--- config.mk ---
export PLATFORM = sky130hd
export DESIGN_NAME = slsd_controller
export DESIGN_NICKNAME = d
export VERILOG_FILES = /design/src/slsd_pkg.sv /design/src/slsd_controller.sv
export SDC_FILE = /design/constraint.sdc
export NUM_CORES = 1
export LEC_CHECK = 0
export ABC_AREA = 0
export ABC_CLOCK_PERIOD_IN_PS = 3600
export BUFFER_PORTS_ARGS = -buffer_cell sky130_fd_sc_hd__buf_2
export CAP_MARGIN = 20
export CORE_MARGIN = 3
export CORE_UTILIZATION = 51
export CTS_CLUSTER_SIZE = 14
export DETAILED_ROUTE_END_ITERATION = 8
export PLACE_DENSITY = 0.82
export SYNTH_ARGS = -nofsm -noshare
export SYNTH_HDL_FRONTEND = slang
export SYNTH_SLANG_ARGS = --single-unit
--- constraint.sdc ---
create_clock -name clk -period 3.6 [get_ports clk]
set_input_delay 0.36 -clock clk [delete_from_list [all_inputs] [get_ports clk]]
set_output_delay 0.36 -clock clk [all_outputs]
set_load 0.01 [all_outputs]
--- src/slsd_pkg.sv ---
// Shared types and codes for the static linked-list symmetric-difference block.
// No dependencies; imported by the controller, the datapath and the top level.
package slsd_pkg;

  localparam int VALUE_W = 32;
  localparam int SLOT_W  = 10;
  localparam int COUNT_W = 10;

  // operation codes
  localparam logic [1:0] OP_CLEAR  = 2'd0;
  localparam logic [1:0] OP_APPEND = 2'd1;
  localparam logic [1:0] OP_TOGGLE = 2'd2;

  // result status codes
  localparam logic [1:0] ST_CLEARED  = 2'd0;
  localparam logic [1:0] ST_APPENDED = 2'd1;
  localparam logic [1:0] ST_REMOVED  = 2'd2;
  localparam logic [1:0] ST_REJECTED = 2'd3;

  // link store read address select
  localparam logic [1:0] RD_HEAD = 2'd0;
  localparam logic [1:0] RD_FREE = 2'd1;
  localparam logic [1:0] RD_LINK = 2'd2;

  // link store write select
  localparam logic [2:0] WR_NONE   = 3'd0;
  localparam logic [2:0] WR_SWEEP  = 3'd1;
  localparam logic [2:0] WR_NEW    = 3'd2;
  localparam logic [2:0] WR_TAIL   = 3'd3;
  localparam logic [2:0] WR_UNLINK = 3'd4;
  localparam logic [2:0] WR_FREE   = 3'd5;

  typedef struct packed {
    logic [1:0]                operation;
    logic signed [VALUE_W-1:0] value;
  } in_item_t;

  typedef struct packed {
    logic [1:0]         status;
    logic [SLOT_W-1:0]  slot;
    logic [COUNT_W-1:0] member_count;
  } out_item_t;

  typedef struct packed {
    logic       capture;
    logic       init_ptrs;
    logic       take_new;
    logic       walk_start;
    logic       walk_load;
    logic       walk_adv;
    logic       load_result;
    logic [1:0] rd_sel;
    logic [2:0] wr_sel;
    logic [1:0] res_code;
  } cmd_t;

  typedef struct packed {
    logic free_empty;
    logic link_zero;
    logic match;
    logic sweep_last;
  } stat_t;

endpackage

--- src/slsd_controller.sv ---
// Controller: state machine sequencing sweeps, appends, list walks and removals.
// Depends on slsd_pkg; commands slsd_datapath through cmd_t and reads stat_t.
module slsd_controller (
  input  logic            clk,
  input  logic            rst,
  input  logic            in_valid,
  input  logic [1:0]      in_op,
  output logic            in_stall,
  output logic            out_valid,
  input  logic            out_stall,
  input  slsd_pkg::stat_t stat,
  output slsd_pkg::cmd_t  cmd
);
  import slsd_pkg::*;

  localparam logic [3:0] S_SWEEP     = 4'd0;
  localparam logic [3:0] S_IDLE      = 4'd1;
  localparam logic [3:0] S_APP_RD    = 4'd2;
  localparam logic [3:0] S_APP_LINK  = 4'd3;
  localparam logic [3:0] S_APP_TAIL  = 4'd4;
  localparam logic [3:0] S_WALK_HEAD = 4'd5;
  localparam logic [3:0] S_WALK_NEXT = 4'd6;
  localparam logic [3:0] S_WALK_CMP  = 4'd7;
  localparam logic [3:0] S_REM_FREE  = 4'd8;
  localparam logic [3:0] S_FINISH    = 4'd9;

  logic [3:0] state;
  logic [3:0] state_next;
  logic [1:0] res;
  logic [1:0] res_next;
  logic       sweep_item;
  logic       sweep_item_next;

  assign in_stall = (state != S_IDLE);

  always_comb begin
    cmd             = '0;
    cmd.rd_sel      = RD_HEAD;
    cmd.wr_sel      = WR_NONE;
    cmd.res_code    = res;
    state_next      = state;
    res_next        = res;
    sweep_item_next = sweep_item;
    unique case (state)
      S_SWEEP: begin
        cmd.wr_sel = WR_SWEEP;
        if (stat.sweep_last) begin
          cmd.init_ptrs = 1'b1;
          res_next      = ST_CLEARED;
          state_next    = sweep_item ? S_FINISH : S_IDLE;
        end
      end
      S_IDLE: begin
        if (in_valid) begin
          cmd.capture     = 1'b1;
          sweep_item_next = (in_op == OP_CLEAR);
          unique case (in_op)
            OP_CLEAR:  state_next = S_SWEEP;
            OP_APPEND: state_next = S_APP_RD;
            OP_TOGGLE: state_next = S_WALK_HEAD;
            default: begin
              res_next   = ST_REJECTED;
              state_next = S_FINISH;
            end
          endcase
        end
      end
      S_APP_RD: begin
        cmd.rd_sel = RD_FREE;
        if (stat.free_empty) begin
          res_next   = ST_REJECTED;
          state_next = S_FINISH;
        end else begin
          cmd.take_new = 1'b1;
          state_next   = S_APP_LINK;
        end
      end
      S_APP_LINK: begin
        cmd.wr_sel = WR_NEW;
        state_next = S_APP_TAIL;
      end
      S_APP_TAIL: begin
        cmd.wr_sel = WR_TAIL;
        res_next   = ST_APPENDED;
        state_next = S_FINISH;
      end
      S_WALK_HEAD: begin
        cmd.rd_sel     = RD_HEAD;
        cmd.walk_start = 1'b1;
        state_next     = S_WALK_NEXT;
      end
      S_WALK_NEXT: begin
        cmd.rd_sel    = RD_LINK;
        cmd.walk_load = 1'b1;
        state_next    = stat.link_zero ? S_APP_RD : S_WALK_CMP;
      end
      S_WALK_CMP: begin
        cmd.rd_sel = RD_LINK;
        if (stat.match) begin
          // bypass the matching node in the same cycle
          cmd.wr_sel = WR_UNLINK;
          state_next = S_REM_FREE;
        end else begin
          cmd.walk_adv = 1'b1;
          if (stat.link_zero) begin
            state_next = S_APP_RD;
          end
        end
      end
      S_REM_FREE: begin
        cmd.wr_sel = WR_FREE;
        res_next   = ST_REMOVED;
        state_next = S_FINISH;
      end
      S_FINISH: begin
        // hold until the output register is free
        if (!out_valid || !out_stall) begin
          cmd.load_result = 1'b1;
          state_next      = S_IDLE;
        end
      end
      default: state_next = S_IDLE;
    endcase
  end

  always_ff @(posedge clk) begin
    if (rst) begin
      state      <= S_SWEEP;
      res        <= ST_CLEARED;
      sweep_item <= 1'b0;
      out_valid  <= 1'b0;
    end else begin
      state      <= state_next;
      res        <= res_next;
      sweep_item <= sweep_item_next;
      if (cmd.load_result) begin
        out_valid <= 1'b1;
      end else if (!out_stall) begin
        out_valid <= 1'b0;
      end
    end
  end

  a_accept_leaves_idle: assert property (@(posedge clk) disable iff (rst)
    in_valid && !in_stall |=> state != S_IDLE)
    else $error("accepted item did not start work");
  a_finish_loads: assert property (@(posedge clk) disable iff (rst)
    state == S_FINISH && !(out_valid && out_stall) |=> out_valid && state == S_IDLE)
    else $error("finished item not presented");
  a_tail_after_link: assert property (@(posedge clk) disable iff (rst)
    state == S_APP_TAIL |-> $past(state) == S_APP_LINK)
    else $error("tail update without a taken node");

endmodule

==> impl_summary.txt, run 1 <==
----------------------------------------------------
[Power and ir drop]
  Power density of the placed cells ... 293.8 nW/um^2
  Overall power of the completed layout ... 246.0 uW
  Peak supply drop ... 0.2841 mV
  Static Leakage ... 0.3720 nW

[Floorplanning]
  Overall die area ... 1915 sq um
  Overall die width ... 43.76 microns
  Height of the die ... 43.76 microns
  Placeable core region ... 1216 sq um
  Standard-cell row count ... 12
  IO Count ... 26
  Starting density of the core ... 0.5977

[Clocking]
  Hold Buf Count CTS ... 0
  Clock tree sinks ... 8
  Latest clock arrival within the worst-skew pair ... 0.25 ns
  Post-cts gate resize count ... 0
  Post-CTS clock slew at the launch and capture registers of the worst setup and hold paths ... 0.05 ns
  Buffer type at the clock tree root ... clkbuf_4
  H-tree depth reported by CTS ... 1
  CTS tree ... done
  Clock buffer count from CTS ... 3
  Clk buf depth ... 2
  Setup fix buffers added after clock tree synthesis ... 0

[STA]
  Least-Margin Pin Slew ... 0.6976 ns
  Slew Limit Headroom ... 0.5343
  Number of max-slew violations in the final report ... 0
  F_max ... 0.4563 GHz
  Worst hold-check slack ... 0.3831 ns
  Sum Neg Setup Slack ... 0 ns
  Post-route setup slack ... 1.408 ns
  Worst-case clock skew ... 0.006187 ns
  Unrepaired setup endpoints after global routing ... false
  Final critical-path share of the clock period ... 0.6088
  Endpoints failing hold ... 0
  Setup-failing EPs final ... 0
  Min Clock Period, post-route ... 2.192 ns

[Final layout]
  Area overhead of the layout relative to synthesis ... 15.15%
  Fraction of final layout cells with drive strength greater than 1 ... 0.3304
  Count of fill cells added during filler insertion ... 108
  Most frequent cells in the layout ... 25 x buf_2, 9 x nor2_1, 9 x a21oi_1
  Number of antenna cells inserted ... 0
  Share of the core filled with cells ... 0.6883
  Net count, final ... 127
  Most frequent standard cell in the layout excluding fill and tap cells ... buf_2

[Setup path]
  Data arrival time of the critical path ... 1.83 ns
  Crit end category ... output port
  R2R Setup Slk ... 1.62 ns
  Capture point of the worst reg-to-reg path ... res[1]
  Critical path type ... flop to output port
  Crit Reg-Reg Startpoint ... state[0]
  Register-to-Register Path Depth ... 4
  Crit-path max FO ... 20
  Crit path required time ... 3.24 ns
  Launching element type of the critical path ... flop
  CP Capture Point ... cmd[11]
  First element of the critical path ... state[1]

[Global route]
  Largest net degree at the start of global routing ... 24
  Number of global-route vias before repair ... 627
  Total congestion overflow after global routing ... 0
  Total global routing track utilization ... 0.1934
  Antenna violations before repair ... 0
  First-pass GRT wire length ... 2822 microns

[Drt]
  Detail Route Antenna Nets ... 0
  Total wire length ... 1748 microns
  Count of vias placed by the detailed router ... 767
  1st-iter DRT viols ... 31
  Residual DRC count ... 0
  DR WL/cell ... 13.55 microns
  Detailed-route vias per instance ... 5.946
  Number of iterations in the first detailed-routing pass ... 4

[Flow run]
  Max Cap Violations ... 0

[Status]
  Outcome ... completed

[Placement]
  I/O Buffers ... 25
  Worst-case setup slack after placement ... 1.671 ns
  Half-perimeter wire length of the detailed placement result ... 1287 microns
  Placer Congestion ... 0.8612

[Synth]
  Synthesized area ... 726.9 sq um
  Synthesized netlist cell count ... 96
  Yosys warns ... 0
  Fraction of synthesis flops using an asynchronous set or reset pin ... 0
  Yosys reg bits ... 8
  Share of the yosys chip area belonging to registers ... 0.2203
  Top flip-flop cell by instance count after synthesis ... dfxtp_1
  Count of flip-flops with a built-in enable after synthesis ... 0
  Synthesized area per cell ... 7.572 sq um
  Post-synthesis cell type count ... 42
  Net count after synthesis ... 106

[Hold path]
  Worst hold path class ... input pin to flop

----------------------------------------------------
## routing by layer
| layer | wire (microns) | track usage |
|---|---|---|
| met4 | 0 | 0.04819 |
| met1 | 778 | 0.2655 |
| met2 | 813 | 0.2878 |
| met3 | 155 | 0.06639 |
| met5 | 0 | 0 |
## power by group
part / total, mW / internal, mW / switching [mW]
registers: 0.109 / 0.0942 / 0.0150
logic: 0.0701 / 0.0341 / 0.0359
clock network: 0.0667 / 0.0380 / 0.0286
## synth_stat cells, types with 3 or more instances
cell / instances / area share
or4_1: 3 / 0.031
nor2_1: 9 / 0.046
a21oi_1: 9 / 0.062
o21ai_0: 7 / 0.048
or2_2: 3 / 0.026
dfxtp_1: 8 / 0.22
nor2b_1: 3 / 0.026
nor3_1: 3 / 0.021
nand2_1: 4 / 0.021
clkbuf_1: 3 / 0.015
inv_1: 3 / 0.015
nand2b_1: 3 / 0.026
## how the worst min path moves through the flow
stage | end | slack [ns] | startpoint | depth (start not counted)
floorplan | sweep_item | 0.46 | sweep_item | 2
global placement | res[1] | 0.45 | res[1] | 2
detailed placement | res[0] | 0.47 | res[0] | 2
CTS | res[1] | 0.38 | rst | 2
global route | res[0] | 0.39 | rst | 2
finish | res[0] | 0.38 | rst | 2
## logic make-up after synthesis
group,after synthesis,synth area share
buffers and inverters,12,0.09122
AOI/OAI and AO/OA,31,0.2806
xor gates and xnor gates,2,0.02410
muxes,3,0.04475
and+or+nand+nor,39,0.3236
adders and majority gates,1,0.01549
DFF,8,0.2203
## area by class of cell
type | instances | area [sq um] | share of cell area
multi-input cells | 76 | 500.5 | 0.5979
inverters | 3 | 11.26 | 0.01345
repair buffers | 25 | 125.1 | 0.1495
clock buffers | 3 | 22.52 | 0.02691
flip-flops and latches | 8 | 160.2 | 0.1913
well taps | 14 | 17.52 | 0.02093
## sequential cells by signal, summed over array words and instances, names as in the netlist
signal	flops
out_valid	1
res	2
sweep_item	1
state	4
## metrics by stage
step                      cell area, sq um  std cells
after CTS                            837.1        129
after global routing                 837.1        129
after detailed placement             814.5        126
after global placement               814.5        126
final                                837.1        129
after floorplan                      726.9         96
## critical path, cell delays in order, from the launching register on
cell,delay (ns)
dfxtp_1,0.74
or4b_1,0.54
nor2_1,0.15
buf_2,0.15
Power figures use the tool's default switching activity.
==> inputs of run 2 (changes only) <==
--- a/config.mk
+++ b/config.mk
@@ -6,14 +6,14 @@
 export NUM_CORES = 1
 export LEC_CHECK = 0
 export ABC_AREA = 0
-export ABC_CLOCK_PERIOD_IN_PS = 3600
+export ABC_CLOCK_PERIOD_IN_PS = 1900
 export BUFFER_PORTS_ARGS = -buffer_cell sky130_fd_sc_hd__buf_2
 export CAP_MARGIN = 20
 export CORE_MARGIN = 3
-export CORE_UTILIZATION = 51
+export CORE_UTILIZATION = 43
 export CTS_CLUSTER_SIZE = 14
 export DETAILED_ROUTE_END_ITERATION = 8
-export PLACE_DENSITY = 0.82
+export PLACE_DENSITY = 0.73
 export SYNTH_ARGS = -nofsm -noshare
 export SYNTH_HDL_FRONTEND = slang
 export SYNTH_SLANG_ARGS = --single-unit
==> constraint.sdc (replaced) <==
create_clock -name clk -period 1.9 [get_ports clk]
set_input_delay 0.19 -clock clk [delete_from_list [all_inputs] [get_ports clk]]
set_output_delay 0.19 -clock clk [all_outputs]
set_load 0.01 [all_outputs]
==> run 2 against run 1 <==
Against the previous run: critical path depth stayed put; register-to-register slack worse by 1.4 ns; non-clock buffer count is 7 higher; via count is 4.8% higher; critical endpoint unchanged.
==> impl_summary.txt, run 2 (synthesis results as in run 1) <==
----------------------------------------------------
[Hold path]
  Worst hold path class ... input pin to flop

[Final layout]
  Number of flip-flops under the largest register name ... 4 (unchanged)
  Fraction of final layout cells with drive strength greater than 1 ... 0.3934 (+0.06301)
  Net count, final ... 134 (+5.5%)
  Most frequent standard cell in the layout excluding fill and tap cells ... buf_2
  Finished Cell Area ... 897.1 sq um (+7.2%)
  Filler-free cell count of the finished design ... 138 (+7.0%)
  Top register by number of flip-flops ... state
  Register Area ... 162.7 sq um (+1.6%)
  Count of fill cells added during filler insertion ... 157 (+45%)
  Most frequent cells in the layout ... 25 x buf_2, 9 x a21oi_1, 8 x nor2_1
  Number of antenna cells inserted ... 0 (unchanged)
  Area overhead of the layout relative to synthesis ... 23.41%
  Largest registers ... state (4), res (2)
  Area occupied by multi-input gates ... 503.0 sq um (+0.50%)

[Floorplanning]
  Overall die width ... 47.12 microns (+7.7%)
  IO Count ... 26 (unchanged)
  Placeable core region ... 1541 sq um (+27%)
  Overall die area ... 2220 sq um (+16%)
  Height of the die ... 47.12 microns (+7.7%)
  Standard-cell row count ... 14 (+2)
  Starting density of the core ... 0.4716 (-0.1261)

[Clocking]
  Latest clock arrival within the worst-skew pair ... 0.25 ns (about the same)
  Clock buffer count from CTS ... 3 (unchanged)
  CTS tree ... done
  Setup fix buffers added after clock tree synthesis ... 0 (unchanged)
  Buffer type at the clock tree root ... clkbuf_4
  Hold Buf Count CTS ... 0 (unchanged)
  H-tree depth reported by CTS ... 1 (unchanged)
  Clock tree sinks ... 8 (unchanged)
  Post-CTS clock slew at the launch and capture registers of the worst setup and hold paths ... 0.05 ns (about the same)
  Clk buf depth ... 2 (unchanged)

[Flow run]
  Max Cap Violations ... 0 (unchanged)

[Placement]
  I/O Buffers ... 25 (unchanged)
  Placer Congestion ... 0.8397 (-2.5%)
  Half-perimeter wire length of the detailed placement result ... 1466 microns (+14%)
  Placed instance area ... 869.6 sq um (+6.8%)
  Cells after DPL ... 135 (+7.1%)

[Setup path]
  Data arrival time of the critical path ... 1.61 ns (-0.22 ns)
  Crit-path max FO ... 13 (-35%)
  Crit path required time ... 1.71 ns (-1.53 ns)
  Master of the slowest instance on the critical path ... or4b_1
  Launching element type of the critical path ... flop
  Critical path cell sequence ... or4b_1, nor2_1, buf_2
  Critical path type ... flop to output port
  Max stage delay on crit path ... 0.60 ns (-0.14 ns)
  Crit end category ... output port
  Cell family with the largest share of critical-path delay ... simple AND/OR/NAND/NOR gates
  Critical path buffers and inverters ... 1 (unchanged)

[Drt]
  Count of vias placed by the detailed router ... 804 (+4.8%)
  Number of iterations in the first detailed-routing pass ... 4 (unchanged)
  1st-iter DRT viols ... 14 (-55%)
  Detail Route Antenna Nets ... 0 (unchanged)
  Detailed-route vias per instance ... 5.826 (-2.0%)
  Total wire length ... 1886 microns (+7.9%)
  Residual DRC count ... 0 (unchanged)
  DR WL/cell ... 13.67 microns (+0.86%)

[STA]
  Endpoints failing hold ... 0 (unchanged)
  Slew Limit Headroom ... 0.7166 (+0.1823)
  Sum Neg Setup Slack ... 0 ns (unchanged)
  Min Clock Period, post-route ... 1.802 ns
  Worst-case clock skew ... 0.002895 ns (-0.003292 ns)
  Final critical-path share of the clock period ... 0.9482
  F_max ... 0.5551 GHz
  Setup-failing EPs final ... 0 (unchanged)
  Least-Margin Pin Slew ... 0.4238 ns (-0.2738 ns)
  Unrepaired setup endpoints after global routing ... false
  Number of max-slew violations in the final report ... 0 (unchanged)

[Power and ir drop]
  Power density of the placed cells ... 535.8 nW/um^2 (+82%)
  Overall power of the completed layout ... 480.7 uW (+95%)
  Peak supply drop ... 0.3579 mV (+26%)
  Static Leakage ... 0.4099 nW (+10%)

[Global route]
  Antenna violations before repair ... 0 (unchanged)
  First-pass GRT wire length ... 2994 microns (+6.1%)
  Total global routing track utilization ... 0.1936 (about the same)
  Number of global-route vias before repair ... 686 (+9.4%)
  Total congestion overflow after global routing ... 0 (unchanged)
  Largest net degree at the start of global routing ... 15 (-38%)

[Status]
  Outcome ... completed

----------------------------------------------------
## run 2: cell types whose count changed in the layout (fill, tap and decap cells not counted), sizes merged
cell	previous run	this run
buf	25	32
## run 2: path summary, 6_finish.rpt
path	startpoint	endpoint	slack, ns	cells after the start
worst min-delay path	out_stall	out_valid	0.21	3
worst max-delay path	state[3]	cmd[11]	0.1	3
worst max register to register	state[3]	res[1]	0.20	4
worst min register to register	res[0]	res[0]	0.47	2
## run 2: layer usage
| layer | wire [microns] | global-route usage | vias up |
|---|---|---|---|
| met2 | 903 | 0.3225 | 24 |
| met1 | 850 | 0.2368 | 362 |
| met3 | 106 | 0.05747 | 5 |
| met4 | 26 | 0.06630 | 0 |
| met5 | 0 | 0 | - |
| li1 | - | - | 413 |
## run 2: cell type report
type / count / area share
multi-input combinational: 76 / 0.5607
timing repair buffer: 32 / 0.1980
sequential: 8 / 0.1813
clock buffer: 3 / 0.02510
tap: 16 / 0.02232
inverter: 3 / 0.01255
## run 2: through the flow
step / worst slack [ns] / utilization / hold WS (ns)
2_1_floorplan: 0.3383 / - / 0.3520
3_3_place_gp: 0.2497 / 0.5641 / 0.4599
3_5_place_dp: 0.2335 / 0.5641 / 0.4725
4_1_cts: 0.006680 / 0.5787 / 0.2044
5_1_grt: 0.03721 / 0.5820 / 0.2154
6_report: 0.09840 / 0.5820 / 0.2111
## run 2: power by group
part	switching [mW]	internal, mW	leakage, nW	total (mW)
clock network	0.0564	0.0722	0.0138	0.129
registers	0.0147	0.179	0.0661	0.194
logic	0.0840	0.0745	0.330	0.159
## run 2: what timing repair did
action                     4_1_cts  5_1_grt
setup endpoints to repair        0        5
resized for setup                0        3
hold endpoints to repair         0        0
## run 2: worst reg2reg max path, delay by kind of cell (launching register included)
family | cells | cell delay [ns]
flip-flops | 1 | 0.43
AO/OA/AOI/OAI | 2 | 0.31
AND/OR/NAND/NOR | 2 | 0.90
